**src/design/y4m_pkg.sv**
```systemverilog
// shared types, constants and codes for the y4m luma extractor
package y4m_pkg;

    localparam int MAX_DIM_DEFAULT = 4096;
    localparam int DIM_W = 13;
    localparam int FRAME_W = 16;

    localparam logic [2:0] PH_MAGIC  = 3'd0;
    localparam logic [2:0] PH_HTAG   = 3'd1;
    localparam logic [2:0] PH_HVAL   = 3'd2;
    localparam logic [2:0] PH_FMAGIC = 3'd3;
    localparam logic [2:0] PH_FTAG   = 3'd4;
    localparam logic [2:0] PH_FVAL   = 3'd5;
    localparam logic [2:0] PH_PIX    = 3'd6;

    localparam logic [2:0] ERR_MAGIC     = 3'd0;
    localparam logic [2:0] ERR_HFIELD    = 3'd1;
    localparam logic [2:0] ERR_MISSDIM   = 3'd2;
    localparam logic [2:0] ERR_BADDIM    = 3'd3;
    localparam logic [2:0] ERR_CHROMA    = 3'd4;
    localparam logic [2:0] ERR_FMARK     = 3'd5;
    localparam logic [2:0] ERR_FFIELD    = 3'd6;
    localparam logic [2:0] ERR_TRUNC     = 3'd7;

    localparam logic [1:0] TAG_W     = 2'd0;
    localparam logic [1:0] TAG_H     = 2'd1;
    localparam logic [1:0] TAG_C     = 2'd2;
    localparam logic [1:0] TAG_OTHER = 2'd3;

    localparam logic [7:0] CH_SPACE = 8'h20;
    localparam logic [7:0] CH_NL    = 8'h0a;

    // result item passed from front to back
    typedef struct packed {
        logic                 kind;
        logic [7:0]           luma;
        logic [FRAME_W-1:0]   frame_number;
        logic                 last_in_frame;
        logic [2:0]           error_code;
        logic [DIM_W-1:0]     frame_width;
        logic [DIM_W-1:0]     frame_height;
    } result_t;

    function automatic logic [7:0] magic_char(input logic [3:0] i);
        logic [7:0] c;
        case (i)
            4'd0: c = "Y";
            4'd1: c = "U";
            4'd2: c = "V";
            4'd3: c = "4";
            4'd4: c = "M";
            4'd5: c = "P";
            4'd6: c = "E";
            4'd7: c = "G";
            4'd8: c = "2";
            default: c = 8'h00;
        endcase
        return c;
    endfunction

    function automatic logic [7:0] chroma_char(input logic [3:0] i);
        logic [7:0] c;
        case (i)
            4'd0: c = "4";
            4'd1: c = "2";
            4'd2: c = "0";
            4'd3: c = "j";
            4'd4: c = "p";
            4'd5: c = "e";
            4'd6: c = "g";
            default: c = 8'h00;
        endcase
        return c;
    endfunction

    function automatic logic [7:0] frame_char(input logic [3:0] i);
        logic [7:0] c;
        case (i)
            4'd0: c = "F";
            4'd1: c = "R";
            4'd2: c = "A";
            4'd3: c = "M";
            4'd4: c = "E";
            default: c = 8'h00;
        endcase
        return c;
    endfunction

endpackage

```
**src/design/y4m_front.sv**
```systemverilog
// byte classifier and parser state: turns stream bytes into result items
module y4m_front #(
    parameter int MAX_DIM = y4m_pkg::MAX_DIM_DEFAULT
) (
    input  logic              clk,
    input  logic              rst_n,
    input  logic              in_valid,
    input  logic [7:0]        data_byte,
    input  logic              start_of_file,
    input  logic              end_of_file,
    input  logic              take,
    output logic              res_valid,
    output y4m_pkg::result_t  res
);

    localparam int DW = y4m_pkg::DIM_W;

    logic [2:0]       phase_reg, phase_next;
    logic [3:0]       pos_reg, pos_next;
    logic [1:0]       tag_reg, tag_next;
    logic [DW-1:0]    wv_reg, wv_next, hv_reg, hv_next;
    logic             wseen_reg, wseen_next, hseen_reg, hseen_next;
    logic             cmis_reg, cmis_next;
    logic [DW-1:0]    col_reg, col_next, row_reg, row_next;
    logic [1:0]       plane_reg, plane_next;
    logic [15:0]      fc_reg, fc_next;
    logic             err_reg, err_next;

    // state as seen after an optional restart
    logic [2:0]       ph;
    logic [3:0]       pos;
    logic [1:0]       tg;
    logic [DW-1:0]    wv, hv, col, row;
    logic             wseen, hseen, cmis, errl;
    logic [1:0]       plane;
    logic [15:0]      fc;

    logic             err_hit, pix, last;
    logic [2:0]       ecode;
    logic [DW+3:0]    nv;
    logic [DW-1:0]    curv, pw, ph_h, wh, hh;
    logic             pw0, ph0;

    always_comb
    begin
        ph = phase_reg; pos = pos_reg; tg = tag_reg; wv = wv_reg; hv = hv_reg;
        wseen = wseen_reg; hseen = hseen_reg; cmis = cmis_reg; col = col_reg;
        row = row_reg; plane = plane_reg; fc = fc_reg; errl = err_reg;
        if (start_of_file)
        begin
            ph = y4m_pkg::PH_MAGIC; pos = '0; tg = '0; wv = '0; hv = '0;
            wseen = 1'b0; hseen = 1'b0; cmis = 1'b0; col = '0; row = '0;
            plane = '0; fc = '0; errl = 1'b0;
        end
    end

    always_comb
    begin
        phase_next = ph; pos_next = pos; tag_next = tg; wv_next = wv; hv_next = hv;
        wseen_next = wseen; hseen_next = hseen; cmis_next = cmis;
        col_next = col; row_next = row; plane_next = plane; fc_next = fc;
        err_next = errl;
        err_hit = 1'b0; ecode = y4m_pkg::ERR_MAGIC; pix = 1'b0; last = 1'b0;
        curv = (tg == y4m_pkg::TAG_W) ? wv : hv;
        nv = {4'd0, curv} * (DW+4)'(10) + (DW+4)'(data_byte - 8'h30);
        wh = {1'b0, wv[DW-1:1]};
        hh = {1'b0, hv[DW-1:1]};
        pw = (plane == 2'd0) ? wv : wh;
        ph_h = (plane == 2'd0) ? hv : hh;
        pw0 = (wh == '0); ph0 = (hh == '0);

        if (!errl)
        begin
            unique case (ph)
                y4m_pkg::PH_MAGIC:
                begin
                    if (pos < 4'd9)
                    begin
                        if (data_byte == y4m_pkg::magic_char(pos)) pos_next = pos + 4'd1;
                        else err_hit = 1'b1;
                    end
                    else if (data_byte == y4m_pkg::CH_SPACE)
                        phase_next = y4m_pkg::PH_HTAG;
                    else if (data_byte == y4m_pkg::CH_NL)
                    begin
                        if (!wseen || !hseen)
                        begin
                            err_hit = 1'b1; ecode = y4m_pkg::ERR_MISSDIM;
                        end
                        else if (wv == '0 || hv == '0)
                        begin
                            err_hit = 1'b1; ecode = y4m_pkg::ERR_BADDIM;
                        end
                        else if (cmis)
                        begin
                            err_hit = 1'b1; ecode = y4m_pkg::ERR_CHROMA;
                        end
                        else
                        begin
                            phase_next = y4m_pkg::PH_FMAGIC; pos_next = '0;
                            col_next = '0; row_next = '0; plane_next = '0;
                        end
                    end
                    else err_hit = 1'b1;
                end
                y4m_pkg::PH_HTAG:
                begin
                    phase_next = y4m_pkg::PH_HVAL;
                    case (data_byte) inside
                        "W": begin tag_next = y4m_pkg::TAG_W; wv_next = '0; wseen_next = 1'b1; end
                        "H": begin tag_next = y4m_pkg::TAG_H; hv_next = '0; hseen_next = 1'b1; end
                        "C": begin tag_next = y4m_pkg::TAG_C; cmis_next = 1'b0; pos_next = '0; end
                        "I", "F", "A", "X": tag_next = y4m_pkg::TAG_OTHER;
                        default:
                        begin
                            err_hit = 1'b1; ecode = y4m_pkg::ERR_HFIELD;
                        end
                    endcase
                end
                y4m_pkg::PH_HVAL:
                begin
                    if (data_byte == y4m_pkg::CH_SPACE || data_byte == y4m_pkg::CH_NL)
                    begin
                        logic cm;
                        cm = cmis;
                        if (tg == y4m_pkg::TAG_C && pos != 4'd7) cm = 1'b1;
                        cmis_next = cm;
                        if (data_byte == y4m_pkg::CH_SPACE) phase_next = y4m_pkg::PH_HTAG;
                        else if (!wseen || !hseen)
                        begin
                            err_hit = 1'b1; ecode = y4m_pkg::ERR_MISSDIM;
                        end
                        else if (wv == '0 || hv == '0)
                        begin
                            err_hit = 1'b1; ecode = y4m_pkg::ERR_BADDIM;
                        end
                        else if (cm)
                        begin
                            err_hit = 1'b1; ecode = y4m_pkg::ERR_CHROMA;
                        end
                        else
                        begin
                            phase_next = y4m_pkg::PH_FMAGIC; pos_next = '0;
                            col_next = '0; row_next = '0; plane_next = '0;
                        end
                    end
                    else if (tg == y4m_pkg::TAG_W || tg == y4m_pkg::TAG_H)
                    begin
                        if (data_byte < 8'h30 || data_byte > 8'h39 ||
                            nv > (DW+4)'(MAX_DIM))
                        begin
                            err_hit = 1'b1; ecode = y4m_pkg::ERR_BADDIM;
                        end
                        else if (tg == y4m_pkg::TAG_W) wv_next = nv[DW-1:0];
                        else hv_next = nv[DW-1:0];
                    end
                    else if (tg == y4m_pkg::TAG_C)
                    begin
                        if (pos < 4'd7 && data_byte == y4m_pkg::chroma_char(pos))
                            pos_next = pos + 4'd1;
                        else cmis_next = 1'b1;
                    end
                end
                y4m_pkg::PH_FMAGIC:
                begin
                    if (pos < 4'd5)
                    begin
                        if (data_byte == y4m_pkg::frame_char(pos)) pos_next = pos + 4'd1;
                        else
                        begin
                            err_hit = 1'b1; ecode = y4m_pkg::ERR_FMARK;
                        end
                    end
                    else if (data_byte == y4m_pkg::CH_SPACE) phase_next = y4m_pkg::PH_FTAG;
                    else if (data_byte == y4m_pkg::CH_NL) phase_next = y4m_pkg::PH_PIX;
                    else
                    begin
                        err_hit = 1'b1; ecode = y4m_pkg::ERR_FMARK;
                    end
                end
                y4m_pkg::PH_FTAG:
                begin
                    if (data_byte == "I" || data_byte == "X") phase_next = y4m_pkg::PH_FVAL;
                    else
                    begin
                        err_hit = 1'b1; ecode = y4m_pkg::ERR_FFIELD;
                    end
                end
                y4m_pkg::PH_FVAL:
                begin
                    if (data_byte == y4m_pkg::CH_SPACE) phase_next = y4m_pkg::PH_FTAG;
                    else if (data_byte == y4m_pkg::CH_NL) phase_next = y4m_pkg::PH_PIX;
                end
                default:
                begin
                    if (plane == 2'd0)
                    begin
                        pix = 1'b1;
                        last = (col + 1'b1 == wv) && (row + 1'b1 == hv);
                    end
                    col_next = col + 1'b1;
                    if (col + 1'b1 == pw)
                    begin
                        col_next = '0;
                        row_next = row + 1'b1;
                        if (row + 1'b1 == ph_h)
                        begin
                            row_next = '0;
                            // chroma planes are empty together or not at all
                            if (plane == 2'd2 || pw0 || ph0)
                            begin
                                plane_next = '0;
                                fc_next = fc + 16'd1;
                                phase_next = y4m_pkg::PH_FMAGIC;
                                pos_next = '0;
                            end
                            else plane_next = plane + 2'd1;
                        end
                    end
                end
            endcase
            if (!err_hit && end_of_file &&
                !(phase_next == y4m_pkg::PH_FMAGIC && pos_next == '0))
            begin
                err_hit = 1'b1; ecode = y4m_pkg::ERR_TRUNC;
            end
            if (err_hit) err_next = 1'b1;
        end
    end

    assign res_valid = !errl && (err_hit || pix);

    always_comb
    begin
        res.kind = err_hit;
        res.luma = err_hit ? 8'd0 : data_byte;
        res.frame_number = fc;
        res.last_in_frame = err_hit ? 1'b0 : last;
        res.error_code = err_hit ? ecode : 3'd0;
        res.frame_width = err_hit ? wv_next : wv;
        res.frame_height = err_hit ? hv_next : hv;
    end

    always_ff @(posedge clk or negedge rst_n)
    begin
        if (!rst_n)
        begin
            phase_reg <= y4m_pkg::PH_MAGIC; pos_reg <= '0; tag_reg <= '0;
            wv_reg <= '0; hv_reg <= '0; wseen_reg <= 1'b0; hseen_reg <= 1'b0;
            cmis_reg <= 1'b0; col_reg <= '0; row_reg <= '0; plane_reg <= '0;
            fc_reg <= '0; err_reg <= 1'b0;
        end
        else if (in_valid && take)
        begin
            phase_reg <= phase_next; pos_reg <= pos_next; tag_reg <= tag_next;
            wv_reg <= wv_next; hv_reg <= hv_next; wseen_reg <= wseen_next;
            hseen_reg <= hseen_next; cmis_reg <= cmis_next; col_reg <= col_next;
            row_reg <= row_next; plane_reg <= plane_next; fc_reg <= fc_next;
            err_reg <= err_next;
        end
    end

endmodule

```
**src/design/y4m_queue.sv**
```systemverilog
// two-entry result queue between parser and output
module y4m_queue (
    input  logic              clk,
    input  logic              rst_n,
    input  logic              wr_en,
    input  y4m_pkg::result_t  wr_data,
    output logic              full,
    output logic              out_valid,
    input  logic              out_stall,
    output y4m_pkg::result_t  out_data
);

    y4m_pkg::result_t mem_reg [2];
    logic [1:0] cnt_reg, cnt_next;
    logic       rp_reg, wp_reg;
    logic       rd_en;

    assign out_valid = cnt_reg != 2'd0;
    assign full = cnt_reg == 2'd2;
    assign rd_en = out_valid && !out_stall;
    assign out_data = mem_reg[rp_reg];

    always_comb
    begin
        cnt_next = cnt_reg + {1'b0, wr_en} - {1'b0, rd_en};
    end

    always_ff @(posedge clk)
    begin
        if (wr_en) mem_reg[wp_reg] <= wr_data;
    end

    always_ff @(posedge clk or negedge rst_n)
    begin
        if (!rst_n)
        begin
            cnt_reg <= '0; rp_reg <= 1'b0; wp_reg <= 1'b0;
        end
        else
        begin
            cnt_reg <= cnt_next;
            if (wr_en) wp_reg <= !wp_reg;
            if (rd_en) rp_reg <= !rp_reg;
        end
    end

endmodule

```
**src/design/y4m_luma_extractor_top.sv**
```systemverilog
// top level of the yuv4mpeg2 luma extractor
// One byte is accepted per cycle; each byte is parsed in the cycle it is taken and
// any result it makes enters a two-entry queue, so the block sustains one item per
// cycle and input stalls only when the queue is full. Width and height above MAX_DIM
// are rejected as bad dimensions.
module y4m_luma_extractor_top #(
    parameter int MAX_DIM = y4m_pkg::MAX_DIM_DEFAULT
) (
    input  logic        clk,
    input  logic        rst_n,
    input  logic        in_valid,
    output logic        in_stall,
    input  logic [7:0]  data_byte,
    input  logic        start_of_file,
    input  logic        end_of_file,
    output logic        out_valid,
    input  logic        out_stall,
    output logic        kind,
    output logic [7:0]  luma,
    output logic [15:0] frame_number,
    output logic        last_in_frame,
    output logic [2:0]  error_code,
    output logic [12:0] frame_width,
    output logic [12:0] frame_height
);

    logic             full, res_valid;
    y4m_pkg::result_t res, q_out;

    assign in_stall = full;

    y4m_front #(.MAX_DIM(MAX_DIM)) u_front (
        .clk(clk), .rst_n(rst_n), .in_valid(in_valid), .data_byte(data_byte),
        .start_of_file(start_of_file), .end_of_file(end_of_file),
        .take(!full), .res_valid(res_valid), .res(res)
    );

    y4m_queue u_queue (
        .clk(clk), .rst_n(rst_n), .wr_en(in_valid && !full && res_valid),
        .wr_data(res), .full(full), .out_valid(out_valid),
        .out_stall(out_stall), .out_data(q_out)
    );

    assign kind = q_out.kind;
    assign luma = q_out.luma;
    assign frame_number = q_out.frame_number;
    assign last_in_frame = q_out.last_in_frame;
    assign error_code = q_out.error_code;
    assign frame_width = q_out.frame_width;
    assign frame_height = q_out.frame_height;

    a_err_no_last: assert property (@(posedge clk) disable iff (!rst_n)
        out_valid && kind |-> !last_in_frame && luma == 8'd0)
        else $error("error item carries pixel data");
    a_luma_code: assert property (@(posedge clk) disable iff (!rst_n)
        out_valid && !kind |-> error_code == 3'd0)
        else $error("luma item carries error code");
    a_full_stall: assert property (@(posedge clk) disable iff (!rst_n)
        in_stall |-> out_valid)
        else $error("input stalled with empty queue");

endmodule
```
**config.mk**
```make
export PLATFORM = sky130hd
export DESIGN_NAME = y4m_luma_extractor_top
export DESIGN_NICKNAME = d
export VERILOG_FILES = /design/src/design/y4m_pkg.sv /design/src/design/y4m_front.sv /design/src/design/y4m_queue.sv /design/src/design/y4m_luma_extractor_top.sv
export SDC_FILE = /design/constraint.sdc
export NUM_CORES = 1
export LEC_CHECK = 0
export ABC_AREA = 1
export BUFFER_PORTS_ARGS = -buffer_cell sky130_fd_sc_hd__buf_2
export CORE_ASPECT_RATIO = 1.2
export CORE_MARGIN = 8
export CORE_UTILIZATION = 30
export CTS_CLUSTER_DIAMETER = 60
export DETAILED_ROUTE_END_ITERATION = 12
export PLACE_DENSITY = 0.52
export SLEW_MARGIN = 20
export SYNTH_ARGS = -nofsm -noshare
export SYNTH_HDL_FRONTEND = slang
export SYNTH_SLANG_ARGS = --single-unit
```
**constraint.sdc**
```tcl
create_clock -name clk -period 11.15 [get_ports clk]
set_input_delay 2.23 -clock clk [delete_from_list [all_inputs] [get_ports clk]]
set_output_delay 2.23 -clock clk [all_outputs]
set_load 0.02 [all_outputs]
```
* After elaboration in Yosys (flattened, before gate mapping)
Memory sizes are Yosys's and may differ from the RTL's. Index checks and enable logic that the tools add are counted.
Word-level totals: memory bits (read-only) 112, bits in writable memories 110, register bits after elaboration 87, input bits 14, memories 2
Cells by class: reduce and logical (&&, ||, !) cells 43, multipliers 1, equality and inequality tests 33, multiplexer cells 235, $lt $le $gt $ge 6, $add $sub $neg 9
Memories:
- (no name shown) | depth 16, width 7, rd ports 1, clocked after memory_dff 0, wr ports 0, line y4m_pkg.sv:46 | case (i)
- u_queue.mem_reg | depth 2, width 55, rd ports 1, clocked after memory_dff 0, wr ports 1, line y4m_queue.sv:13 | y4m_pkg::result_t mem_reg [2];
Operators by type and width (number):
- $mux 13 | 49
- $mux 3 | 44
- $mux 4 | 26
- $mux 16 | 6
- $mux 8 | 12
- $pmux 13 s3 | 2
- $mux 1 | 62
- $eq 8x7->1 const B | 7
- $eq 13x13->1 | 4
- $pmux 13 s2 | 2
- $pmux 7 s7 | 1
- $mux 2 | 24
- $pmux 7 s5 | 1
- $add 13x1->13 const B | 2
- $logic_not 13->1 | 2
- $eq 8x8->1 | 3
- $logic_not 12->1 | 2
- $pmux 4 s5 | 1
- $pmux 3 s6 | 1
- $add 17x17->17 | 1
- $gt 17x13->1 const B | 1
- $add 16x1->16 const B | 1
- $mul 13x3->16 const B | 1
- $pmux 3 s5 | 1
- 33 further kinds | 71

* Longest topological paths before layout
depth after elaboration 28, depth in mapped cells 45, gate-level depth less buffers 43

* By module
Synthesis repeated with hierarchy kept, for this count alone.
Second synthesis, totals: cells, all modules 2472, area total of the unflattened synthesis 16230.6 um2
Modules (own cells, without submodules):
- y4m_front | sequential area each 2077.0 um2, cells each 2151, area each 11952.7 um2, instances 1
- y4m_queue | sequential area each 3403.3 um2, cells each 318, area each 4264.1 um2, instances 1
- y4m_luma_extractor_top | sequential area each 0.0 um2, cells each 3, area each 13.8 um2, instances 1

* Least setup slack after synthesis
No wires, ideal clock.
kind input -> register, start point input port start_of_file, end point memory u_queue.mem_reg[1][0] (netlist bit), enable pin, path slack 1.276 ns, stages on the path 39, setup time 0.468 ns, arrival 9.406 ns, path through buf_6 -> buf_6 -> nor2_4 -> nor2_2 -> inv_1 -> clkbuf_1 -> o21ai_0 -> xnor2_1 -> ha_1 -> nand3_1 -> nand2_1 -> a21oi_1 -> o21bai_1 -> a21oi_1 -> o21bai_1 -> a21oi_1 -> o21bai_1 -> xnor2_1 -> [... 3 more ...] -> inv_1 -> nand2_1 -> nand2_1 -> a21oi_1 -> nand3_1 -> nand2_1 -> nand4_1 -> a21oi_1 -> nand2_1 -> nand2_1 -> nand2_1 -> nand2_1 -> nand3_1 -> nor2_1 -> nand2_2 -> nand3_1 -> nand2_1 -> nor2_1
On the way: longest elaborated chain between the ends 28, elaborated cells on any way between the ends 164, classes of those cells add/sub (4); mul (1); order compare (4); eq/ne (21); mux (103); reduce/logical (30); memory (1)
Ends and longest elaborated chain:
- from (decl) | line y4m_luma_extractor_top.sv:14 | input logic start_of_file,
- branches (longest 24 deep; another with $add 17x17->17)
- $logic_and 1x1->1 (*) | line y4m_front.sv:231 | assign res_valid = !errl && (err_hit || pix);
- $logic_and 1x1->1 (*) | line y4m_luma_extractor_top.sv:39 | .clk(clk), .rst_n(rst_n), .wr_en(in_valid && !full && res_valid),
- $mux 1 (*) | line y4m_queue.sv:30 | if (wr_en) mem_reg[wp_reg] <= wr_data;
- $mux 1 (not written as such) (*) | line y4m_queue.sv:30
- to (decl) | line y4m_queue.sv:13
Mark *: on every way between the ends. The select of a mux whose other input is x is not followed.

* Worst setup path after layout
start point input port start_of_file, end point memory u_queue.mem_reg[1][49] (netlist bit), enable pin
Same word-level chain as after synthesis.

==> run metrics <==
most common cell type on the critical path sky130_fd_sc_hd__nand2_1; Area growth, synth to finish 9.959%; clock latency on the worst-skew pair 0.46 ns; TritonCTS clock tree yes; Die ar. 61790 µm²; pins over their slew limit 0; endpoint type of the worst setup path flip-flop; required time of the critical path 11.30 ns; global-route wire length before repair 91.02 mm; number of failing setup endpoints in the final timing report 0; Post-Place Cells 3157; Slew headroom 0.3493; setup bufs post-CTS 0; utilization of the core after routing 0.3332; clock-pin slew of the registers on the worst-case setup and hold paths 0.07 ns; net load switching power 1.945 mW; final worst clock skew 0.02346 ns; pin count of the biggest net entering global routing 58; mean instance size in the synthesized netlist 6.647 µm²; number of buffer cells added on primary ports 70; sum of routed wire length over all layers 58.56 mm; clock tree buffer depth 2; post-synthesis async set-or-reset flop share 0.4416; arrival time reported for the critical path endpoint 9.88 ns; antenna violations before repair 1; Chip Height 270.7 µm; final-layout worst hold slack 0.4804 ns; critical path peak fanout 28; cts hold-fix bufs 0; instance count of the mapped netlist 2440; drt via density 5.191; GPL Wtd Cong 0.9413; Worst Tran Pin Value 0.9514 ns; max reg flops 110; clock network power share 0.163; internal power component 1.868 mW; unrepaired setup endpoints after global routing false; num ports 71; number of nets in the final layout 2528; via count of the first global-routing pass 15772; Pre-Repair DR Iteration Count 8; HPWL after DPL 44.33 mm; sequential share of power 0.294; final cycle utilization of the critical path 0.8727; initial cell density of the core 0.3030; antenna cells 0; Slowest cell on crit path sky130_fd_sc_hd__nor2_4; primary flip-flop cell chosen by synthesis mapping sky130_fd_sc_hd__edfxtp_1; Hold/Removal Path Class reg -> reg; H-tree depth 4; Via Count 16555; library cells used by synthesis 59; crit path kind in -> reg; post-CTS sizing 0; Slowest Stage Delay on Critical Path 0.70 ns; leading post-synthesis cells by cell area sky130_fd_sc_hd__edfxtp_1, sky130_fd_sc_hd__nand2_1, sky130_fd_sc_hd__dfrtp_1; Static Leak 8.374 nW; area leader, netlist sky130_fd_sc_hd__edfxtp_1; synthesis warning total 0; max cap viols 0; total power density per cell area 213.8 nW/µm²; global routing usage summed across all routing layers 0.1842; net count after synthesis 2504; peak clock frequency supported by timing 102.8 MHz; worst-case setup margin in the final layout 1.420 ns; antenna viol nets, final 0; shortest period the worst path allows 9.730 ns; core area 53530 µm²; number of clock sinks 197; final sum of negative setup slack 0 ns; sort of element at the start of the critical path input port; number of cell rows 93; count of placed standard cells in the final layout, fillers left out 3189; number of clock buffers inserted by TritonCTS 17; routed wirelength normalized by instance count 18.36 µm; Die Wd 228.3 µm; post-synth design cell area 16220 µm²; fraction of final layout cells with drive strength greater than 1 0.08639; switching share of power 0.5101; number of DRC violations after detailed-routing iteration 0 1545; Peak VDD IR 0.1049 mV; sequential-to-total area share from yosys stat 0.3379; overflow left after global routing 0; area fraction of the dominant cell type after synthesis 0.2037; number of flops mapped to enable cells by yosys 110; outcome finished, final reports clean; number of remaining DRC errors 0; Layout fillers 5833; clock root buffer master sky130_fd_sc_hd__clkbuf_16; worst slack at placement 1.010 ns; portion of total power attributed to combinational logic 0.543; Seq cells post-synth 197; Fin. Hold Viols 0
[stage by stage]
stage          cell area (µm²)  total power [mW]
2_1_floorplan            16220             2.543
3_3_place_gp             17250             3.183
3_5_place_dp             17250             3.198
4_1_cts                  17830             3.826
5_1_grt                  17830             4.108
6_report                 17830             3.813
[layer usage]
metal  vias up  part of all wire  GRT usage
li1       8054                 -          -
met1      7757              0.43     0.2351
met2       640              0.48     0.3115
met3       102             0.059    0.02303
met4         2             0.033    0.07656
met5         -           0.00014          0
[logic make-up (layout without fill, tap and decap cells)]
kind of cell	Yosys count	count (layout)	share of synthesized area
buffers and inverters	376	413	0.09334
AO/OA/AOI/OAI	391	391	0.1351
adder cells (fa/ha/maj)	50	50	0.03950
AND/OR/NAND/NOR	1368	1368	0.3628
multiplexers	1	1	0.0006172
XOR/XNOR	57	57	0.03078
flip-flops	197	197	0.3379
[power by group through the flow]
stage	registers, mW	clock network, mW	logic, mW
floorplan	1.08	0	1.47
global placement	1.13	0	2.05
detailed placement	1.13	0	2.06
CTS	1.12	0.636	2.07
global route	1.15	0.662	2.30
finish	1.12	0.620	2.07
[critical path, delay by kind of cell]
kind            cells  cell delay [ns]
simple gates       19             3.26
compound gates     10             2.11
buf+inv             5             1.27
fa+ha+maj           3             0.81
xor+xnor            1             0.15
[cell type report]
type,count,area (µm²),area share
sequential,197,5484,0.3075
inverter,289,1090,0.06111
tap,712,890.9,0.04995
clock buffer,18,429.2,0.02406
timing repair buffer,92,530.5,0.02975
multi-input combinational,1867,9255,0.5189
clock inverter,14,155.1,0.008699
[worst paths after layout]
kind                                                     start                                to  slack, ns  depth (start not counted)
worst max-delay path                             start_of_file  u_queue.mem_reg[1][49]$_DFFE_PP_       1.42                         38
worst max register to register  u_front.tag_reg[0]$_DFFE_PN0P_  u_queue.mem_reg[1][49]$_DFFE_PP_       3.30                         38
worst min-delay path                u_queue.wp_reg$_DFFE_PN0P_        u_queue.wp_reg$_DFFE_PN0P_       0.48                          2
min in group asynchronous                                rst_n    u_front.col_reg[7]$_DFFE_PN0P_       1.84                          1
max in group asynchronous                                rst_n        u_queue.rp_reg$_DFFE_PN0P_       8.16                          2
worst min register to register      u_queue.wp_reg$_DFFE_PN0P_        u_queue.wp_reg$_DFFE_PN0P_       0.48                          2
[cell usage in the layout (no fill, tap or decap), drive strengths merged, types with 4 or more instances in the layout]
master / Yosys / final
nand2: 859 / 859
inv: 285 / 290
nor2: 225 / 225
nand3: 191 / 191
o21ai: 163 / 163
a21oi: 129 / 129
edfxtp: 110 / 110
buf: 30 / 92
dfrtp: 87 / 87
ha: 48 / 48
xor2: 42 / 42
nand4: 42 / 42
o22ai: 23 / 23
clkbuf: 57 / 18
nor4: 17 / 17
o211ai: 16 / 16
nor3: 16 / 16
xnor2: 15 / 15
nand3b: 15 / 15
a22oi: 15 / 15
clkinv: 4 / 11
a31oi: 8 / 8
o21bai: 6 / 6
a211oi: 5 / 5
a21boi: 5 / 5
o2111ai: 4 / 4
o21a: 4 / 4
[cell usage after synthesis (all sizes together), types with 4 or more instances]
cell type / n
nand2: 859
edfxtp: 110
clkbuf: 57
nor2: 225
o21bai: 6
o21ai: 163
nand3: 191
a21oi: 129
o2111ai: 4
ha: 48
o21a: 4
xor2: 42
o22ai: 23
a31oi: 8
a22oi: 15
a211oi: 5
nand4: 42
nor4: 17
nor3: 16
dfrtp: 87
buf: 30
a21boi: 5
nand3b: 15
clkinv: 4
inv: 285
xnor2: 15
o211ai: 16
No activity file was read; power rests on OpenSTA's default activity.
